==> config.mk <==
export PLATFORM = sky130hd
export DESIGN_NAME = sensor_uart_frame_line_parser_flat
export DESIGN_NICKNAME = d
export VERILOG_FILES = /design/src/rtl/core/sufp_pkg.sv /design/src/rtl/core/sufp_rx_if.sv /design/src/rtl/core/sufp_cfg_if.sv /design/src/rtl/core/sufp_res_if.sv /design/src/rtl/core/sufp_in_reg.sv /design/src/rtl/core/sufp_parser.sv /design/src/rtl/core/sensor_uart_frame_line_parser.sv /design/src/flat_wrapper.sv
export VERILOG_INCLUDE_DIRS = /design/src /design/src/rtl/core
export SDC_FILE = /design/constraint.sdc
export NUM_CORES = 1
export LEC_CHECK = 0
export ABC_AREA = 0
export ABC_CLOCK_PERIOD_IN_PS = 15600
export BUFFER_PORTS_ARGS = -buffer_cell sky130_fd_sc_hd__buf_4
export CORE_MARGIN = 5
export CORE_UTILIZATION = 50
export DETAILED_ROUTE_END_ITERATION = 12
export PLACE_DENSITY = 0.68
export SYNTH_ARGS = -nofsm -noshare
export SYNTH_HDL_FRONTEND = slang
export SYNTH_SLANG_ARGS = --single-unit
==> constraint.sdc <==
create_clock -name i_clk -period 15.6 [get_ports i_clk]
set_clock_uncertainty 0.2 [all_clocks]
set_input_delay 4.68 -clock i_clk [delete_from_list [all_inputs] [get_ports i_clk]]
set_output_delay 4.68 -clock i_clk [all_outputs]
set_load 0.01 [all_outputs]
==> src/rtl/core/assert_macros.svh <==
// ----------------------------------------------------------------------------
// Assertion macros
// Concurrent assertion helpers used by the parser RTL.
// ----------------------------------------------------------------------------
`ifndef ASSERT_MACROS_SVH
`define ASSERT_MACROS_SVH

`ifndef SYNTH
`define ASSERT_ALWAYS(label, clk, rst_n, cond) \
    label: assert property (@(posedge clk) disable iff (!rst_n) (cond)) \
        else $error("assertion failed");
`define ASSERT_IMPLY(label, clk, rst_n, ante, cons) \
    label: assert property (@(posedge clk) disable iff (!rst_n) (ante) |-> (cons)) \
        else $error("assertion failed");
`else
`define ASSERT_ALWAYS(label, clk, rst_n, cond)
`define ASSERT_IMPLY(label, clk, rst_n, ante, cons)
`endif

`endif

==> src/rtl/core/sufp_pkg.sv <==
// ----------------------------------------------------------------------------
// sufp_pkg
// Types, constants and helpers of the sensor serial line and frame parser.
// ----------------------------------------------------------------------------
`default_nettype none

package sufp_pkg;

    localparam int unsigned FRAME_CAPACITY = 320;
    localparam int unsigned FILL_W         = $clog2(FRAME_CAPACITY + 1);
    localparam int unsigned LEN_W          = 9;
    localparam int unsigned DIST_W         = 16;

    localparam logic [LEN_W-1:0] MAX_BODY_RESET = LEN_W'(240);
    localparam logic [15:0]      DIST_MAX       = 16'hFFFF;
    localparam logic [4:0]       SUFFIX_LEN     = 5'd10;

    localparam logic [31:0] CMD_HEAD  = 32'hFDFCFBFA;
    localparam logic [31:0] CMD_TAIL  = 32'h04030201;
    localparam logic [31:0] DATA_HEAD = 32'hF4F3F2F1;
    localparam logic [31:0] DATA_TAIL = 32'hF8F7F6F5;

    localparam logic [3:0] KEY_LEN = 4'd9;

    localparam logic [7:0] CH_CR    = 8'h0D;
    localparam logic [7:0] CH_LF    = 8'h0A;
    localparam logic [7:0] CH_TAB   = 8'h09;
    localparam logic [7:0] CH_SPACE = 8'h20;
    localparam logic [7:0] CH_ZERO  = 8'h30;
    localparam logic [7:0] CH_NINE  = 8'h39;
    localparam logic [7:0] CH_O     = 8'h4F;
    localparam logic [7:0] CH_F     = 8'h46;
    localparam logic [7:0] CH_D     = 8'h64;

    typedef enum logic [2:0] {
        EV_NONE      = 3'd0,
        EV_OFF       = 3'd1,
        EV_DISTANCE  = 3'd2,
        EV_BODY_BYTE = 3'd3,
        EV_CMD_END   = 3'd4,
        EV_DATA_END  = 3'd5,
        EV_ABORT     = 3'd6
    } t_event;

    // characters of "distance:"
    function automatic logic [7:0] key_char(input logic [3:0] pos);
        logic [7:0] c;
        unique case (pos)
            4'd0:    c = 8'h64;
            4'd1:    c = 8'h69;
            4'd2:    c = 8'h73;
            4'd3:    c = 8'h74;
            4'd4:    c = 8'h61;
            4'd5:    c = 8'h6E;
            4'd6:    c = 8'h63;
            4'd7:    c = 8'h65;
            4'd8:    c = 8'h3A;
            default: c = 8'h00;
        endcase
        return c;
    endfunction

endpackage

`default_nettype wire

==> src/rtl/core/sufp_rx_if.sv <==
// ----------------------------------------------------------------------------
// sufp_rx_if
// Received byte channel: valid, ready and one byte.
// ----------------------------------------------------------------------------
`default_nettype none

interface sufp_rx_if;
    logic       valid;
    logic       ready;
    logic [7:0] rx_byte;

    modport source (output valid, output rx_byte, input ready);
    modport sink   (input valid, input rx_byte, output ready);
endinterface

`default_nettype wire

==> src/rtl/core/sufp_cfg_if.sv <==
// ----------------------------------------------------------------------------
// sufp_cfg_if
// Configuration write channel for the body length limit.
// ----------------------------------------------------------------------------
`default_nettype none

interface sufp_cfg_if;
    logic                          valid;
    logic                          ready;
    logic [sufp_pkg::LEN_W-1:0]    max_body_length;

    modport source (output valid, output max_body_length, input ready);
    modport sink   (input valid, input max_body_length, output ready);
endinterface

`default_nettype wire

==> src/rtl/core/sufp_res_if.sv <==
// ----------------------------------------------------------------------------
// sufp_res_if
// Parse result channel: event code and its associated fields.
// ----------------------------------------------------------------------------
`default_nettype none

interface sufp_res_if;
    logic                          valid;
    logic                          ready;
    logic [2:0]                    event_res;
    logic [sufp_pkg::DIST_W-1:0]   range_value;
    logic [sufp_pkg::LEN_W-1:0]    frame_body_length;
    logic [7:0]                    body_byte;
    logic [sufp_pkg::LEN_W-1:0]    body_index;

    modport source (output valid, output event_res, output range_value,
                    output frame_body_length, output body_byte, output body_index,
                    input ready);
    modport sink   (input valid, input event_res, input range_value,
                    input frame_body_length, input body_byte, input body_index,
                    output ready);
endinterface

`default_nettype wire

==> src/rtl/core/sufp_in_reg.sv <==
// ----------------------------------------------------------------------------
// sufp_in_reg
// Input register stage for received bytes.
// ----------------------------------------------------------------------------
`default_nettype none

module sufp_in_reg (
    input  wire logic  i_clk,
    input  wire logic  i_rst_n,
    sufp_rx_if.sink    i_rx,
    sufp_rx_if.source  o_rx
);

    logic       r_valid;
    logic [7:0] r_byte;

    assign i_rx.ready   = !r_valid || o_rx.ready;
    assign o_rx.valid   = r_valid;
    assign o_rx.rx_byte = r_byte;

    always_ff @(posedge i_clk) begin
        if (!i_rst_n) begin
            r_valid <= 1'b0;
        end else if (i_rx.valid && i_rx.ready) begin
            r_valid <= 1'b1;
        end else if (o_rx.ready) begin
            r_valid <= 1'b0;
        end
    end

    always_ff @(posedge i_clk) begin
        if (i_rx.valid && i_rx.ready) begin
            r_byte <= i_rx.rx_byte;
        end
    end

endmodule

`default_nettype wire

==> src/rtl/core/sufp_parser.sv <==
// ----------------------------------------------------------------------------
// sufp_parser
// Line and frame parse step with state, length limit and result register.
// ----------------------------------------------------------------------------
`default_nettype none

`include "assert_macros.svh"

module sufp_parser (
    input  wire logic  i_clk,
    input  wire logic  i_rst_n,
    sufp_rx_if.sink    i_rx,
    sufp_cfg_if.sink   i_cfg,
    sufp_res_if.source o_res
);

    localparam int unsigned FW = sufp_pkg::FILL_W;
    localparam int unsigned LW = sufp_pkg::LEN_W;
    localparam int unsigned DW = sufp_pkg::DIST_W;

    typedef enum logic [3:0] {
        ST_IDLE     = 4'd0,
        ST_SAW_O    = 4'd1,
        ST_SAW_OF   = 4'd2,
        ST_SAW_OFF  = 4'd3,
        ST_OFF_TERM = 4'd4,
        ST_KEY      = 4'd5,
        ST_NUM      = 4'd6,
        ST_NUM_TERM = 4'd7,
        ST_LEN_LO   = 4'd8,
        ST_LEN_HI   = 4'd9,
        ST_BODY     = 4'd10,
        ST_SUFFIX   = 4'd11
    } t_state;

    t_state           r_state,  n_state;
    logic [31:0]      r_window, n_window;
    logic [2:0]       r_wfill,  n_wfill;
    logic [7:0]       r_prev;
    logic [3:0]       r_kpos,   n_kpos;
    logic [DW-1:0]    r_acc,    n_acc;
    logic             r_digit,  n_digit;
    logic [FW-1:0]    r_ffill,  n_ffill;
    logic [LW-1:0]    r_decl,   n_decl;
    logic [LW-1:0]    r_count,  n_count;
    logic [LW-1:0]    r_max;

    logic             r_res_valid;
    sufp_pkg::t_event r_ev;
    logic [DW-1:0]    r_dist;
    logic [LW-1:0]    r_blen;
    logic [7:0]       r_bbyte;
    logic [LW-1:0]    r_bidx;

    sufp_pkg::t_event n_ev;
    logic [DW-1:0]    n_dist;
    logic [LW-1:0]    n_blen;
    logic [7:0]       n_bbyte;
    logic [LW-1:0]    n_bidx;

    logic             step;
    logic [7:0]       b;
    logic             full;
    logic             in_frame;
    logic [15:0]      len16;
    logic [16:0]      len_plus;
    logic [19:0]      acc_next;

    function automatic logic term_pair(input logic [7:0] a, input logic [7:0] c);
        return (a == sufp_pkg::CH_CR && c == sufp_pkg::CH_LF) ||
               (a == sufp_pkg::CH_LF && c == sufp_pkg::CH_CR);
    endfunction

    assign i_cfg.ready = 1'b1;
    assign i_rx.ready  = !r_res_valid || o_res.ready;
    assign step        = i_rx.valid && i_rx.ready;
    assign b           = i_rx.rx_byte;

    assign o_res.valid             = r_res_valid;
    assign o_res.event_res         = r_ev;
    assign o_res.range_value       = r_dist;
    assign o_res.frame_body_length = r_blen;
    assign o_res.body_byte         = r_bbyte;
    assign o_res.body_index        = r_bidx;

    assign n_window = {r_window[23:0], b};
    assign n_wfill  = (r_wfill == 3'd4) ? r_wfill : r_wfill + 3'd1;
    assign full     = (n_wfill == 3'd4);
    assign in_frame = (r_state == ST_LEN_LO) || (r_state == ST_LEN_HI) ||
                      (r_state == ST_BODY) || (r_state == ST_SUFFIX);
    assign len16    = {b, r_decl[7:0]};
    assign len_plus = {1'b0, len16} + 17'(sufp_pkg::SUFFIX_LEN);
    assign acc_next = ({4'd0, r_acc} << 3) + ({4'd0, r_acc} << 1) +
                      20'(b - sufp_pkg::CH_ZERO);

    always_comb begin
        n_state = r_state;
        n_kpos  = r_kpos;
        n_acc   = r_acc;
        n_digit = r_digit;
        n_ffill = r_ffill;
        n_decl  = r_decl;
        n_count = r_count;
        n_ev    = sufp_pkg::EV_NONE;
        n_dist  = '0;
        n_blen  = '0;
        n_bbyte = '0;
        n_bidx  = '0;

        if (in_frame) begin
            if (r_ffill >= FW'(sufp_pkg::FRAME_CAPACITY)) begin
                n_state = ST_IDLE;
                n_ffill = '0;
                n_decl  = '0;
                n_count = '0;
                n_kpos  = '0;
                n_acc   = '0;
                n_digit = 1'b0;
                n_ev    = sufp_pkg::EV_ABORT;
            end else begin
                n_ffill = r_ffill + FW'(1);
                unique case (r_state)
                    ST_LEN_LO: begin
                        n_decl  = LW'(b);
                        n_state = ST_LEN_HI;
                    end
                    ST_LEN_HI: begin
                        if (len16 > 16'(r_max) ||
                            len_plus > 17'(sufp_pkg::FRAME_CAPACITY)) begin
                            n_state = ST_IDLE;
                            n_ffill = '0;
                            n_decl  = '0;
                            n_count = '0;
                            n_kpos  = '0;
                            n_acc   = '0;
                            n_digit = 1'b0;
                            n_ev    = sufp_pkg::EV_ABORT;
                        end else begin
                            n_decl  = len16[LW-1:0];
                            n_count = '0;
                            n_state = (len16 == 16'd0) ? ST_SUFFIX : ST_BODY;
                        end
                    end
                    ST_BODY: begin
                        n_ev    = sufp_pkg::EV_BODY_BYTE;
                        n_blen  = r_decl;
                        n_bbyte = b;
                        n_bidx  = r_count;
                        n_count = r_count + LW'(1);
                        if (n_count >= r_decl) begin
                            n_state = ST_SUFFIX;
                        end
                    end
                    default: begin
                        if (full && (n_window == sufp_pkg::CMD_TAIL ||
                                     n_window == sufp_pkg::DATA_TAIL)) begin
                            n_ev    = (n_window == sufp_pkg::CMD_TAIL) ?
                                      sufp_pkg::EV_CMD_END : sufp_pkg::EV_DATA_END;
                            n_blen  = r_decl;
                            n_state = ST_IDLE;
                            n_ffill = '0;
                            n_decl  = '0;
                            n_count = '0;
                            n_kpos  = '0;
                            n_acc   = '0;
                            n_digit = 1'b0;
                        end
                    end
                endcase
            end
        end else if (full && (n_window == sufp_pkg::CMD_HEAD ||
                              n_window == sufp_pkg::DATA_HEAD)) begin
            n_state = ST_LEN_LO;
            n_ffill = '0;
            n_decl  = '0;
            n_count = '0;
            n_kpos  = '0;
            n_acc   = '0;
            n_digit = 1'b0;
        end else begin
            unique case (r_state)
                ST_IDLE: begin
                    if (b == sufp_pkg::CH_O) begin
                        n_state = ST_SAW_O;
                    end else if (b == sufp_pkg::CH_D) begin
                        n_state = ST_KEY;
                        n_kpos  = 4'd1;
                    end
                end
                ST_SAW_O: begin
                    n_state = (b == sufp_pkg::CH_F) ? ST_SAW_OF : ST_IDLE;
                end
                ST_SAW_OF: begin
                    n_state = (b == sufp_pkg::CH_F) ? ST_SAW_OFF : ST_IDLE;
                end
                ST_SAW_OFF: begin
                    n_state = (b == sufp_pkg::CH_CR || b == sufp_pkg::CH_LF) ?
                              ST_OFF_TERM : ST_IDLE;
                end
                ST_OFF_TERM: begin
                    if (term_pair(r_prev, b)) begin
                        n_ev = sufp_pkg::EV_OFF;
                    end
                    n_state = ST_IDLE;
                end
                ST_KEY: begin
                    if (r_kpos < sufp_pkg::KEY_LEN) begin
                        if (b == sufp_pkg::key_char(r_kpos)) begin
                            n_kpos = r_kpos + 4'd1;
                            if (n_kpos == sufp_pkg::KEY_LEN) begin
                                n_state = ST_NUM;
                                n_acc   = '0;
                                n_digit = 1'b0;
                            end
                        end else if (b == sufp_pkg::CH_D) begin
                            n_kpos = 4'd1;
                        end else if (b == sufp_pkg::CH_O) begin
                            n_state = ST_SAW_O;
                        end else begin
                            n_state = ST_IDLE;
                        end
                    end else begin
                        n_state = ST_IDLE;
                    end
                end
                ST_NUM: begin
                    if (b == sufp_pkg::CH_SPACE || b == sufp_pkg::CH_TAB) begin
                        n_state = ST_NUM;
                    end else if (b >= sufp_pkg::CH_ZERO && b <= sufp_pkg::CH_NINE) begin
                        n_digit = 1'b1;
                        n_acc   = acc_next[DW-1:0];
                        if (acc_next > 20'(sufp_pkg::DIST_MAX)) begin
                            n_state = ST_IDLE;
                        end
                    end else if (b == sufp_pkg::CH_CR || b == sufp_pkg::CH_LF) begin
                        n_state = ST_NUM_TERM;
                    end else begin
                        n_state = ST_IDLE;
                    end
                end
                ST_NUM_TERM: begin
                    if (term_pair(r_prev, b) && r_digit) begin
                        n_ev   = sufp_pkg::EV_DISTANCE;
                        n_dist = r_acc;
                    end
                    n_state = ST_IDLE;
                end
                default: begin
                    n_state = ST_IDLE;
                end
            endcase
        end
    end

    always_ff @(posedge i_clk) begin
        if (!i_rst_n) begin
            r_state     <= ST_IDLE;
            r_window    <= '0;
            r_wfill     <= '0;
            r_prev      <= '0;
            r_kpos      <= '0;
            r_acc       <= '0;
            r_digit     <= 1'b0;
            r_ffill     <= '0;
            r_decl      <= '0;
            r_count     <= '0;
            r_res_valid <= 1'b0;
        end else begin
            if (step) begin
                r_state  <= n_state;
                r_window <= n_window;
                r_wfill  <= n_wfill;
                r_prev   <= b;
                r_kpos   <= n_kpos;
                r_acc    <= n_acc;
                r_digit  <= n_digit;
                r_ffill  <= n_ffill;
                r_decl   <= n_decl;
                r_count  <= n_count;
            end
            if (step) begin
                r_res_valid <= 1'b1;
            end else if (o_res.ready) begin
                r_res_valid <= 1'b0;
            end
        end
    end

    always_ff @(posedge i_clk) begin
        if (!i_rst_n) begin
            r_max <= sufp_pkg::MAX_BODY_RESET;
        end else if (i_cfg.valid && i_cfg.ready) begin
            r_max <= i_cfg.max_body_length;
        end
    end

    always_ff @(posedge i_clk) begin
        if (step) begin
            r_ev    <= n_ev;
            r_dist  <= n_dist;
            r_blen  <= n_blen;
            r_bbyte <= n_bbyte;
            r_bidx  <= n_bidx;
        end
    end

    `ASSERT_ALWAYS(a_fill_cap, i_clk, i_rst_n, r_ffill <= FW'(sufp_pkg::FRAME_CAPACITY))
    `ASSERT_IMPLY(a_body_count, i_clk, i_rst_n, r_state == ST_BODY, r_count < r_decl)
    `ASSERT_IMPLY(a_body_idx, i_clk, i_rst_n,
                  r_res_valid && r_ev == sufp_pkg::EV_BODY_BYTE, r_bidx < r_blen)
    `ASSERT_IMPLY(a_len_limit, i_clk, i_rst_n,
                  r_state == ST_BODY || r_state == ST_SUFFIX,
                  {1'b0, r_decl} + (LW + 1)'(sufp_pkg::SUFFIX_LEN) <=
                  (LW + 1)'(sufp_pkg::FRAME_CAPACITY))

endmodule

`default_nettype wire

==> src/rtl/core/sensor_uart_frame_line_parser.sv <==
// ----------------------------------------------------------------------------
// sensor_uart_frame_line_parser
// Serial byte parser for sensor text lines and binary frames.
// ----------------------------------------------------------------------------
// Channels: i_rx carries one received byte per transfer, o_res one result per
// input byte (event code, distance, body length, body byte and index), and
// i_cfg writes the largest accepted body length (always ready).
// Path: a byte taken on i_rx is held in the input register, then passes the
// parse step into the result register, from which it transfers on o_res.
// Throughput: one byte per cycle while o_res is taken, set by the parse step
// that updates the window, length and line state and loads the result register.
// Reset: all parse state clears, the window empties, the length limit
// returns to 240 and both stages drop their valid bits. No clearing pass.
// Stall: if o_res is not taken, the result register holds; the input register
// takes one more byte if empty, then i_rx.ready is low until o_res drains. The
// user makes configuration writes only while no byte is in flight; unchecked.
// ----------------------------------------------------------------------------
`default_nettype none

module sensor_uart_frame_line_parser (
    input  wire logic  i_clk,
    input  wire logic  i_rst_n,
    sufp_rx_if.sink    i_rx,
    sufp_cfg_if.sink   i_cfg,
    sufp_res_if.source o_res
);

    sufp_rx_if rx_q ();

    sufp_in_reg u_in_reg (
        .i_clk   (i_clk),
        .i_rst_n (i_rst_n),
        .i_rx    (i_rx),
        .o_rx    (rx_q)
    );

    sufp_parser u_parser (
        .i_clk   (i_clk),
        .i_rst_n (i_rst_n),
        .i_rx    (rx_q),
        .i_cfg   (i_cfg),
        .o_res   (o_res)
    );

endmodule

`default_nettype wire

==> src/flat_wrapper.sv <==
// flat-port wrapper written by rule: the top's interface ports become plain ports
module sensor_uart_frame_line_parser_flat 
  (i_clk, i_rst_n, i_rx_valid, i_rx_rx_byte, i_rx_ready, i_cfg_valid, i_cfg_max_body_length, i_cfg_ready, o_res_valid, o_res_event_res, o_res_range_value, o_res_frame_body_length, o_res_body_byte, o_res_body_index, o_res_ready);
  sufp_rx_if i_rx_i ();
  sufp_cfg_if i_cfg_i ();
  sufp_res_if o_res_i ();
  input  wire logic i_clk;
  input  wire logic i_rst_n;
  input wire logic [$bits(i_rx_i.valid)-1:0] i_rx_valid;
  input wire logic [$bits(i_rx_i.rx_byte)-1:0] i_rx_rx_byte;
  output wire logic [$bits(i_rx_i.ready)-1:0] i_rx_ready;
  input wire logic [$bits(i_cfg_i.valid)-1:0] i_cfg_valid;
  input wire logic [$bits(i_cfg_i.max_body_length)-1:0] i_cfg_max_body_length;
  output wire logic [$bits(i_cfg_i.ready)-1:0] i_cfg_ready;
  output wire logic [$bits(o_res_i.valid)-1:0] o_res_valid;
  output wire logic [$bits(o_res_i.event_res)-1:0] o_res_event_res;
  output wire logic [$bits(o_res_i.range_value)-1:0] o_res_range_value;
  output wire logic [$bits(o_res_i.frame_body_length)-1:0] o_res_frame_body_length;
  output wire logic [$bits(o_res_i.body_byte)-1:0] o_res_body_byte;
  output wire logic [$bits(o_res_i.body_index)-1:0] o_res_body_index;
  input wire logic [$bits(o_res_i.ready)-1:0] o_res_ready;
  assign i_rx_i.valid = i_rx_valid;
  assign i_rx_i.rx_byte = i_rx_rx_byte;
  assign i_rx_ready = i_rx_i.ready;
  assign i_cfg_i.valid = i_cfg_valid;
  assign i_cfg_i.max_body_length = i_cfg_max_body_length;
  assign i_cfg_ready = i_cfg_i.ready;
  assign o_res_valid = o_res_i.valid;
  assign o_res_event_res = o_res_i.event_res;
  assign o_res_range_value = o_res_i.range_value;
  assign o_res_frame_body_length = o_res_i.frame_body_length;
  assign o_res_body_byte = o_res_i.body_byte;
  assign o_res_body_index = o_res_i.body_index;
  assign o_res_i.ready = o_res_ready;
  sensor_uart_frame_line_parser u_core (.i_clk(i_clk), .i_rst_n(i_rst_n), .i_rx(i_rx_i), .i_cfg(i_cfg_i), .o_res(o_res_i));
endmodule
==> flow_summary.yaml, run 1 <==
worst_setup_path:
  path_delay_family: "simple AND/OR/NAND/NOR gates"
  cp_cell_sequence: "buf_4, nor2b_1, nand2_1, buf_4"
  arrival_ns: 5.24
  worst_path_max_delay_cell: "nor2b_1"
  crit_path_start_kind: "primary input"
  crit_fanout: 4
  crit_path_frequent_cell: "buf_4"
  crit_buf_inv: 2
  cp-end-kind: "output port"
  crit_required_ns: 10.72
  worstSetupPathType: "primary input to output port"
  slowest_delay_ns: 0.19
floorplan:
  rows: 48
  die_h_um: 143
  core-area_mm2: 0.0174
  io_pins: 70
  initial_core_util_pct: 51.0
  die_x_um: 143
  dieArea_mm2: 0.0205
clock_tree:
  holdBufCountCts: 0
  htree_num_levels: 4
  cts.sinks: 150
  clockBufferDepth: 2
  clk_pin_slew_ns: 0.06
  cts_tree: "built"
  cts_buffers: 17
  post_cts_buffers: 0
  cts_repair_resize_count: 0
  insertion_delay_ns: 0.43
  cts_root_buf: "clkbuf_16"
synth:
  yosys.area.top_type_share_pct: 21.9
  yosys-top-cells-area: "dfxtp_1 22%, edfxtp_1 18%, ha_1 7.6%, a21oi_1 6.1%, nand2_1 5.1%"
  postSynthAreaPerCell_um2: 8.75
  yosys.area.top_type: "dfxtp_1"
  syn_inst: 1011
  syn-num-nets: 1102
  synth-seq-cells: 150
  synth-main-ff-cell: "dfxtp_1"
  synth_edf_count: 53
  synthArstFlopShare_pct: 0
  yosys_warnings: 0
  ys_seq_area_share_pct: 39.9
  synth_cell_types: 72
  synth_area_mm2: 0.00885
timing:
  tightest_slew_ns: 1.21
  fin_tns_setup_ns: 0
  slew_headroom_pct: 18.8
  clock.fmax_ghz: 0.0988
  rsz0062_at_grt: "no"
  fin_crit_ns: 10.12
  period_share_pct: 64.9
  finalHoldViolations: 0
  drv_slew: 0
  setup_viol: 0
placed_design:
  placed_cells: 1264
  place_hpwl_um: 14900
  io_buffers: 68
  globalplace.congestion: 0.915
cells_and_area:
  area_growth_pct: 14.3
  fill_cells: 1533
  antennaDiodeCount: 0
  layout_commonest_cell: "nand2_1"
  drive_above_1_share_pct: 12.4
  fin_nets: 1149
  stdcell_count: 1296
  mostFrequentLayoutCells: "120 x nand2_1, 107 x a21oi_1, 97 x dfxtp_1, 75 x buf_4, 74 x nor2_1"
drt:
  vias: 7365
  drtPass1Iterations: 5
  drcViolationCount: 0
  vias_per_cell: 5.68
  wl_per_cell_um: 16.6
  wirelength_um: 21600
  drt_iter0_drc: 627
  ant_nets: 0
grt:
  antenna_found_initial: 0
  grt_pass1_wl_um: 35500
  grt_max_degree: 74
  grt_pass1_vias: 6923
  grt_util_all_layers_pct: 21.7
  grt_overflow: 0
power:
  p_leak_nw: 3.90
  power_mw: 0.907
  pwr_density_cell_mw_per_mm2: 89.7
  vdd_ir_drop_max_mv: 0.0761
hold_path:
  hold_class: "flop to flop"
flow_run:
  drv_cap: 0
outcome:
  status: "complete, no violations"
[cells in the mapped netlist, drive strengths merged (3+ instances only)]
cell and count:
ha 54, or3b 3, inv 47, nand2 120, or4 8, nand4 11, o31ai 5, a211oi 10
nand3b 7, nand2b 24, and3b 3, nor3b 3, and3 22, or2 7, a31oi 5, edfxtp 53
a31o 3, xor2 17, nor2b 9, o211ai 9, fa 15, buf 9, nor2 76, dfxtp 97
a21o 9, mux2i 13, or3 8, nor3 21, nor4 11, xnor2 19, clkbuf 38, and4b 3
o21a 3, nand3 55, a21oi 108, and2 31, o22ai 3, o21ai 43
[path summary, 6_finish.rpt]
| kind | startpoint | endpoint | slack, ns | depth (start not counted) |
|---|---|---|---|---|
| worst max-delay path | o_res_ready | i_rx_ready | 5.48 | 4 |
| worst min-delay path | u_core.u_parser.r_window[19] | u_core.u_parser.r_window[19] | 0.27 | 2 |
| worst max register to register | u_core.u_in_reg.o_rx.rx_byte[4] | u_core.u_parser.r_state[0] | 10.60 | 15 |
| worst min register to register | u_core.u_parser.r_window[19] | u_core.u_parser.r_window[19] | 0.27 | 2 |
[state kept, by name, summed over array words and instances, names as in the netlist, 4 cells and up, named ones only]
name,flops
u_core.u_parser.r_max,9
u_core.u_parser.r_kpos,4
u_core.u_parser.r_decl,9
u_core.u_parser.o_res.body_index,9
u_core.u_parser.r_window,24
u_core.u_parser.r_count,9
u_core.u_parser.o_res.range_value,16
u_core.u_parser.r_acc,16
u_core.u_parser.o_res.body_byte,8
u_core.u_parser.r_ffill,9
u_core.u_parser.r_state,4
u_core.u_in_reg.o_rx.rx_byte,8
u_core.u_parser.o_res.frame_body_length,9
[per-layer routing]
metal / share of wire [%] / wire, um / global-route usage [%] / vias up
met5: 0 / 0 / 0 / -
met3: 4.9 / 1050 / 3.78 / 29
li1: - / - / - / 3675
met4: 1.5 / 330 / 6.55 / 0
met2: 46 / 9850 / 34.1 / 176
met1: 48 / 10300 / 30.7 / 3485
[metrics by stage]
step / hold WS, ns / instance area, um2 / setup slack [ns] / util, %
CTS: 0.272 / 10100 / 5.48 / 58.3
global route: 0.297 / 10100 / 5.40 / 58.3
global placement: 0.254 / 9510 / 5.51 / 54.8
floorplan: 0.241 / 8850 / 5.74 / -
finish: 0.268 / 10100 / 5.48 / 58.3
detailed placement: 0.259 / 9510 / 5.49 / 54.8
[report_power, final]
| group | internal (mW) | switching [mW] |
|---|---|---|
| combinational | 0.0263 | 0.0365 |
| sequential | 0.415 | 0.0111 |
| clock | 0.258 | 0.161 |
| total | 0.699 | 0.208 |
[worst register-to-register path: stages, from the launching register on]
cell      delay, ns
edfxtp_1       0.60
ha_1           0.40
nor3_2         0.13
buf_4          0.26
fa_1           0.47
ha_1           0.36
a21oi_1        0.21
o221ai_1       0.21
a2111o_1       0.42
a31o_2         0.25
a31oi_1        0.22
xor2_1         0.18
nand3_1        0.09
o31ai_1        0.60
nor2_1         0.11
a211oi_1       0.21
[area by class of cell]
cell class	count	area [um2]	area share, %
clock buffers	25	507	5.01
clock inverters	7	93.8	0.928
inverters	48	180	1.78
multi-input cells	766	4950	49.0
flip-flops and latches	150	3530	34.9
well taps	225	282	2.78
repair buffers	75	563	5.57
[cells by family (layout without fill, tap and decap cells)]
logic type / Yosys count / count (layout) / share of synthesized area [%]
buffers and inverters: 95 / 155 / 4.14
flip-flops: 150 / 150 / 39.9
multiplexers: 15 / 15 / 1.81
other: 1 / 1 / 0.0424
XOR/XNOR: 36 / 36 / 3.56
AO/OA/AOI/OAI: 219 / 219 / 14.8
AND/OR/NAND/NOR: 426 / 426 / 24.7
adder cells (fa/ha/maj): 69 / 69 / 11.0
No activity file was read; power rests on OpenSTA's default activity.
==> run 2, diff against run 1 <==
ABC_CLOCK_PERIOD_IN_PS = 8390   (was 15600)
PLACE_DENSITY = 0.71   (was 0.68)
clock period = 8.39 ns   (was 15.6 ns; I/O delays follow)
==> run 2 against run 1 <==
First-iteration DRC count is 33% higher. Via count is 2.3% higher. Cell count hardly changed. Hold slack better by 0.0058 ns. Sequential share of layout area is 0.061 points higher. Core utilization is 0.10 points lower. Die area stayed put. Combinational power is 88% higher. Wire length is 0.74% higher. Sequential cell count stayed put. Register-to-register slack worse by 7.2 ns. Sequential power is 86% higher. Largest power group unchanged.
==> flow_summary.yaml, run 2 (same netlist as run 1, synthesis figures left out) <==
outcome:
  status: "complete, no violations"
floorplan:
  die_h_um: 143
  dieArea_mm2: 0.0205
  core-area_mm2: 0.0174
  die_x_um: 143
  initial_core_util_pct: 51.0
  rows: 48
  io_pins: 70
power:
  pwr-share-comb_pct: 7.1
  p_int_mw: 1.27
  vdd_ir_drop_max_mv: 0.142
  p_sw_mw: 0.396
  seqPwrFrac_pct: 47.6
  pwr_density_cell_mw_per_mm2: 165
  clkPwrFrac_pct: 45.3
  p_leak_nw: 3.90
  p_sw_share_pct: 23.8
  power_mw: 1.66
cells_and_area:
  layout_commonest_cell: "nand2_1"
  fin_nets: 1150
  antennaDiodeCount: 0
  area_growth_pct: 14.1
  fin_area_mm2: 0.0101
  fin_util_pct: 58.2
  regMostFlops: "u_core.u_parser.r_window"
  largest_register_ffs: 24
  mostFrequentLayoutCells: "120 x nand2_1, 107 x a21oi_1, 97 x dfxtp_1, 76 x buf_4, 74 x nor2_1"
  drive_above_1_share_pct: 12.7
worst_setup_path:
  crit_fanout: 4
  slowest_delay_ns: 0.20
  path_delay_family: "simple AND/OR/NAND/NOR gates"
  path_depth: 4
  worstSetupPathType: "primary input to output port"
  rrSetupSlack_ns: 3.38
  worst_path_max_delay_cell: "nor2b_1"
  cp_cell_sequence: "buf_4, nor2b_1, nand2_1, buf_4"
  startpoint: "o_res_ready"
  crit_path_frequent_cell: "buf_4"
  crit_required_ns: 5.67
  crit_path_start_kind: "primary input"
  reg2reg_depth: 15
  arrival_ns: 3.08
  r2r-end: "u_core.u_parser.r_state[0]"
  setup.worst_path.end: "i_rx_ready"
  crit_buf_inv: 2
  cp-end-kind: "output port"
  timing.rr.start: "u_core.u_in_reg.o_rx.rx_byte[4]"
clock_tree:
  cts_buffers: 17
  cts_root_buf: "clkbuf_16"
  cts_repair_resize_count: 0
  clockBufferDepth: 2
  cts_tree: "built"
  cts.sinks: 150
  htree_num_levels: 4
  clk_pin_slew_ns: 0.06
  holdBufCountCts: 0
  insertion_delay_ns: 0.43
  post_cts_buffers: 0
placed_design:
  place_hpwl_um: 15100
  globalplace.congestion: 0.950
  io_buffers: 68
  placed_cell_area_mm2: 0.00952
timing:
  tightest_slew_ns: 1.20
  slew_headroom_pct: 19.5
  drv_slew: 0
  fin_crit_ns: 5.79
  period_share_pct: 69.1
  setup_viol: 0
  fin_tns_setup_ns: 0
  finalHoldViolations: 0
  rsz0062_at_grt: "no"
  clock.fmax_ghz: 0.173
grt:
  grt_overflow: 0
  grt_pass1_wl_um: 36200
  grt_util_all_layers_pct: 21.8
  antenna_found_initial: 0
  grt_max_degree: 74
  grt_pass1_vias: 7202
  grt.busiest_layer: "met2"
  gr-usage-met3_pct: 3.85
  grt_use_met2_pct: 35.6
  globalRouteMet1Util_pct: 29.8
hold_path:
  hold_class: "flop to flop"
drt:
  vias_per_cell: 5.81
  vias: 7536
  wirelength_um: 21700
  ant_nets: 0
  wl_per_cell_um: 16.7
  drtPass1Iterations: 5
  drcViolationCount: 0
  drt_iter0_drc: 833
flow_run:
  drv_cap: 0
## run 2: power by group through the flow
stage | sequential [mW] | clock (mW) | combinational [mW]
after floorplan | 0.802 | 0 | 0.0732
after global placement | 0.806 | 0 | 0.116
after detailed placement | 0.806 | 0 | 0.119
after CTS | 0.791 | 0.764 | 0.119
after global routing | 0.793 | 0.797 | 0.130
final | 0.791 | 0.753 | 0.118
## run 2: worst min-delay path by stage
stage	from	to	slack [ns]	cells past startpoint
final	u_core.u_parser.r_window[18]	u_core.u_parser.r_window[18]	0.27	2
after CTS	u_core.u_parser.r_window[18]	u_core.u_parser.r_window[18]	0.28	2
after floorplan	u_core.u_parser.r_window[18]	u_core.u_parser.r_window[18]	0.24	2
after global routing	u_core.u_parser.r_window[18]	u_core.u_parser.r_window[18]	0.29	2
after detailed placement	u_core.u_parser.r_window[20]	u_core.u_parser.r_window[20]	0.26	2
after global placement	u_core.u_parser.r_window[19]	u_core.u_parser.r_window[19]	0.26	2
## run 2: layer usage
metal  wire (um)  part of all wire, %
met1        9870                   45
met2       10100                   47
met3        1400                  6.4
met4         297                  1.4
met5           0                    0
## run 2: layout make-up
class | instances | area, um2
clock inverters | 12 | 129
fillers | 1551 | 7260
repair buffers | 76 | 571
multi-input cells | 766 | 4950
inverters | 48 | 180
well taps | 225 | 282
flip-flops and latches | 150 | 3530
clock buffers | 20 | 447
## run 2: stage by stage
step	setup WS [ns]	instances	hold slack, ns
4_1_cts	2.59	1297	0.276
3_5_place_dp	2.59	1265	0.263
2_1_floorplan	2.86	1011	0.241
6_report	2.60	1297	0.274
5_1_grt	2.54	1297	0.288
3_3_place_gp	2.62	1265	0.257
## run 2: worst register-to-register path: cells and delay by family (launching register included)
family | cells | cell delay, ns
buffers and inverters | 1 | 0.26
DFF | 1 | 0.60
and+or+nand+nor | 2 | 0.25
AOI/OAI and AO/OA | 9 | 2.36
adders and majority gates | 3 | 1.24
==> run 3, diff against run 2 <==
ABC_CLOCK_PERIOD_IN_PS = 5100   (was 8390)
clock period = 5.1 ns   (was 8.39 ns; I/O delays follow)
==> run 3 against run 2 <==
Largest power group unchanged. Wire length increased by 0.73%. Register-to-register slack got worse by 2.8 ns. Final area up 0.83%. Critical path depth grew 11. Sequential cell count did not move. Cell count increased by 0.85%. Non-clock buffer count increased by 11. Core utilization rose by 0.48 points. Clock-buffer cell count shrank 2. Setup slack lost 2.1 ns. Die area did not move. Sequential power grew 63%. Critical path type is now flop to flop.
==> flow_summary.yaml, run 3 (same netlist as run 1, synthesis figures left out) <==
worst_setup_path:
  worstSetupPathType: "flop to flop"
  path_depth: 15
  rrSetupSlack_ns: 0.54
  cp-end-kind: "flop"
  slowest_delay_ns: 0.54
  worst_path_max_delay_cell: "nor3_2"
  cp_cell_sequence: "ha_1, nor3_2, fa_1, ha_1, a21oi_1, o221ai_1, a2111o_1, a31o_2, a21oi_1, a31o_2, a211oi_1, o31ai_1, buf_4, nor2_1, a211oi_1"
  r2r-end: "u_core.u_parser.r_state[0]"
  reg2reg_depth: 15
  crit_fanout: 7
  arrival_ns: 4.70
  crit_buf_inv: 1
  path_delay_family: "compound AO/OA/AOI/OAI gates"
  crit_path_start_kind: "flop"
  crit_required_ns: 5.24
  timing.rr.start: "u_core.u_in_reg.o_rx.rx_byte[4]"
cells_and_area:
  fin_nets: 1161
  antennaDiodeCount: 0
  area_growth_pct: 15.0
  stdcell_count: 1308
  regMostFlops: "u_core.u_parser.r_window"
  largest_register_ffs: 24
  fill_cells: 1507
  multiInputGateArea_mm2: 0.00495
  drive_above_1_share_pct: 13.7
  layout_commonest_cell: "nand2_1"
  fin_util_pct: 58.6
  mostFrequentLayoutCells: "120 x nand2_1, 107 x a21oi_1, 97 x dfxtp_1, 87 x buf_4, 74 x nor2_1"
  seq_area_mm2: 0.00353
clock_tree:
  post_cts_buffers: 0
  cts.sinks: 150
  cts_repair_resize_count: 0
  cts_tree: "built"
  clk_pin_slew_ns: 0.06
  htree_num_levels: 4
  holdBufCountCts: 0
  clockBufferDepth: 2
  cts_root_buf: "clkbuf_16"
  insertion_delay_ns: 0.43
  cts_buffers: 17
power:
  vdd_ir_drop_max_mv: 0.233
  p_leak_nw: 3.96
  pwr_density_cell_mw_per_mm2: 269
drt:
  wirelength_um: 21900
  wl_per_cell_um: 16.7
  drtPass1Iterations: 5
  ant_nets: 0
  drcViolationCount: 0
  drt_iter0_drc: 690
  vias_per_cell: 5.75
  vias: 7526
placed_design:
  placed_cells: 1276
  dpl_worst_slack_ns: 0.607
  globalplace.congestion: 0.959
  io_buffers: 68
  place_hpwl_um: 15700
hold_path:
  min_from: "u_core.u_parser.r_window[19]"
  hold_class: "flop to flop"
  whs_path_depth: 2
  min_to: "u_core.u_parser.r_window[19]"
grt:
  grt_util_all_layers_pct: 22.1
  grt_pass1_vias: 6955
  antenna_found_initial: 0
  grt_pass1_wl_um: 35900
  grt_overflow: 0
  grt_max_degree: 73
timing:
  period_share_pct: 89.3
  rsz0062_at_grt: "no"
  fin_tns_setup_ns: 0
  setup_viol: 0
  drv_slew: 0
  finalHoldViolations: 0
  setup_slack_ns: 0.545
  clock.fmax_ghz: 0.220
  tightest_slew_ns: 1.29
  fin_crit_ns: 4.56
  slew_headroom_pct: 13.9
floorplan:
  initial_core_util_pct: 51.0
  dieArea_mm2: 0.0205
  core-area_mm2: 0.0174
  io_pins: 70
  die_h_um: 143
  die_x_um: 143
  rows: 48
flow_run:
  drv_cap: 0
outcome:
  status: "complete, no violations"
-- run 3: changes by cell type in the layout (fill, tap and decap cells not counted), sizes merged --
cell / before / now
buf: 76 / 87
clkbuf: 20 / 18
clkinv: 6 / 7
clkinvlp: 3 / 0
inv: 49 / 53
-- run 3: how the worst max path moves through the flow --
stage                                    start                          to  slack [ns]
6_report       u_core.u_in_reg.o_rx.rx_byte[4]  u_core.u_parser.r_state[0]        0.54
5_1_grt        u_core.u_in_reg.o_rx.rx_byte[4]  u_core.u_parser.r_state[0]        0.27
4_1_cts        u_core.u_in_reg.o_rx.rx_byte[4]  u_core.u_parser.r_state[0]        0.56
3_5_place_dp   u_core.u_in_reg.o_rx.rx_byte[4]  u_core.u_parser.r_state[0]        0.61
3_3_place_gp   u_core.u_in_reg.o_rx.rx_byte[4]  u_core.u_parser.r_state[0]        0.78
2_1_floorplan  u_core.u_in_reg.o_rx.rx_byte[6]  u_core.u_parser.r_state[0]        0.09
-- run 3: power breakdown --
part / total (mW) / internal [mW] / switching (mW)
Sequential: 1.29 / 1.27 / 0.0244
Clock: 1.24 / 0.724 / 0.518
Combinational: 0.205 / 0.0848 / 0.120
Total: 2.74 / 2.08 / 0.663
-- run 3: cell type report --
cell class	instances	share of cell area, %
Multi-Input combinational cell	766	48.7
Sequential cell	150	34.7
Timing Repair Buffer	87	6.42
Clock buffer	18	4.22
Tap cell	225	2.77
Inverter	48	1.77
Clock inverter	14	1.45
-- run 3: layer usage --
layer	routed length, um	GRT usage, %	vias up
li1	-	-	3699
met1	9780	30.7	3546
met2	10100	34.9	252
met3	1540	4.39	29
met4	423	6.70	0
met5	0	0	-
-- run 3: through the flow --
stage / total power [mW] / hold slack, ns / area, um2
after floorplan: 1.44 / 0.241 / 8850
final: 2.74 / 0.269 / 10200
after global placement: 1.52 / 0.254 / 9600
after CTS: 2.76 / 0.270 / 10200
after global routing: 2.85 / 0.294 / 10200
after detailed placement: 1.52 / 0.262 / 9600
-- run 3: tightest hold or removal path, delay by kind of cell, from the launching register on --
| family | cells | cell delay, ns |
|---|---|---|
| flops | 1 | 0.32 |
| simple gates | 1 | 0.05 |
| compound gates | 1 | 0.05 |
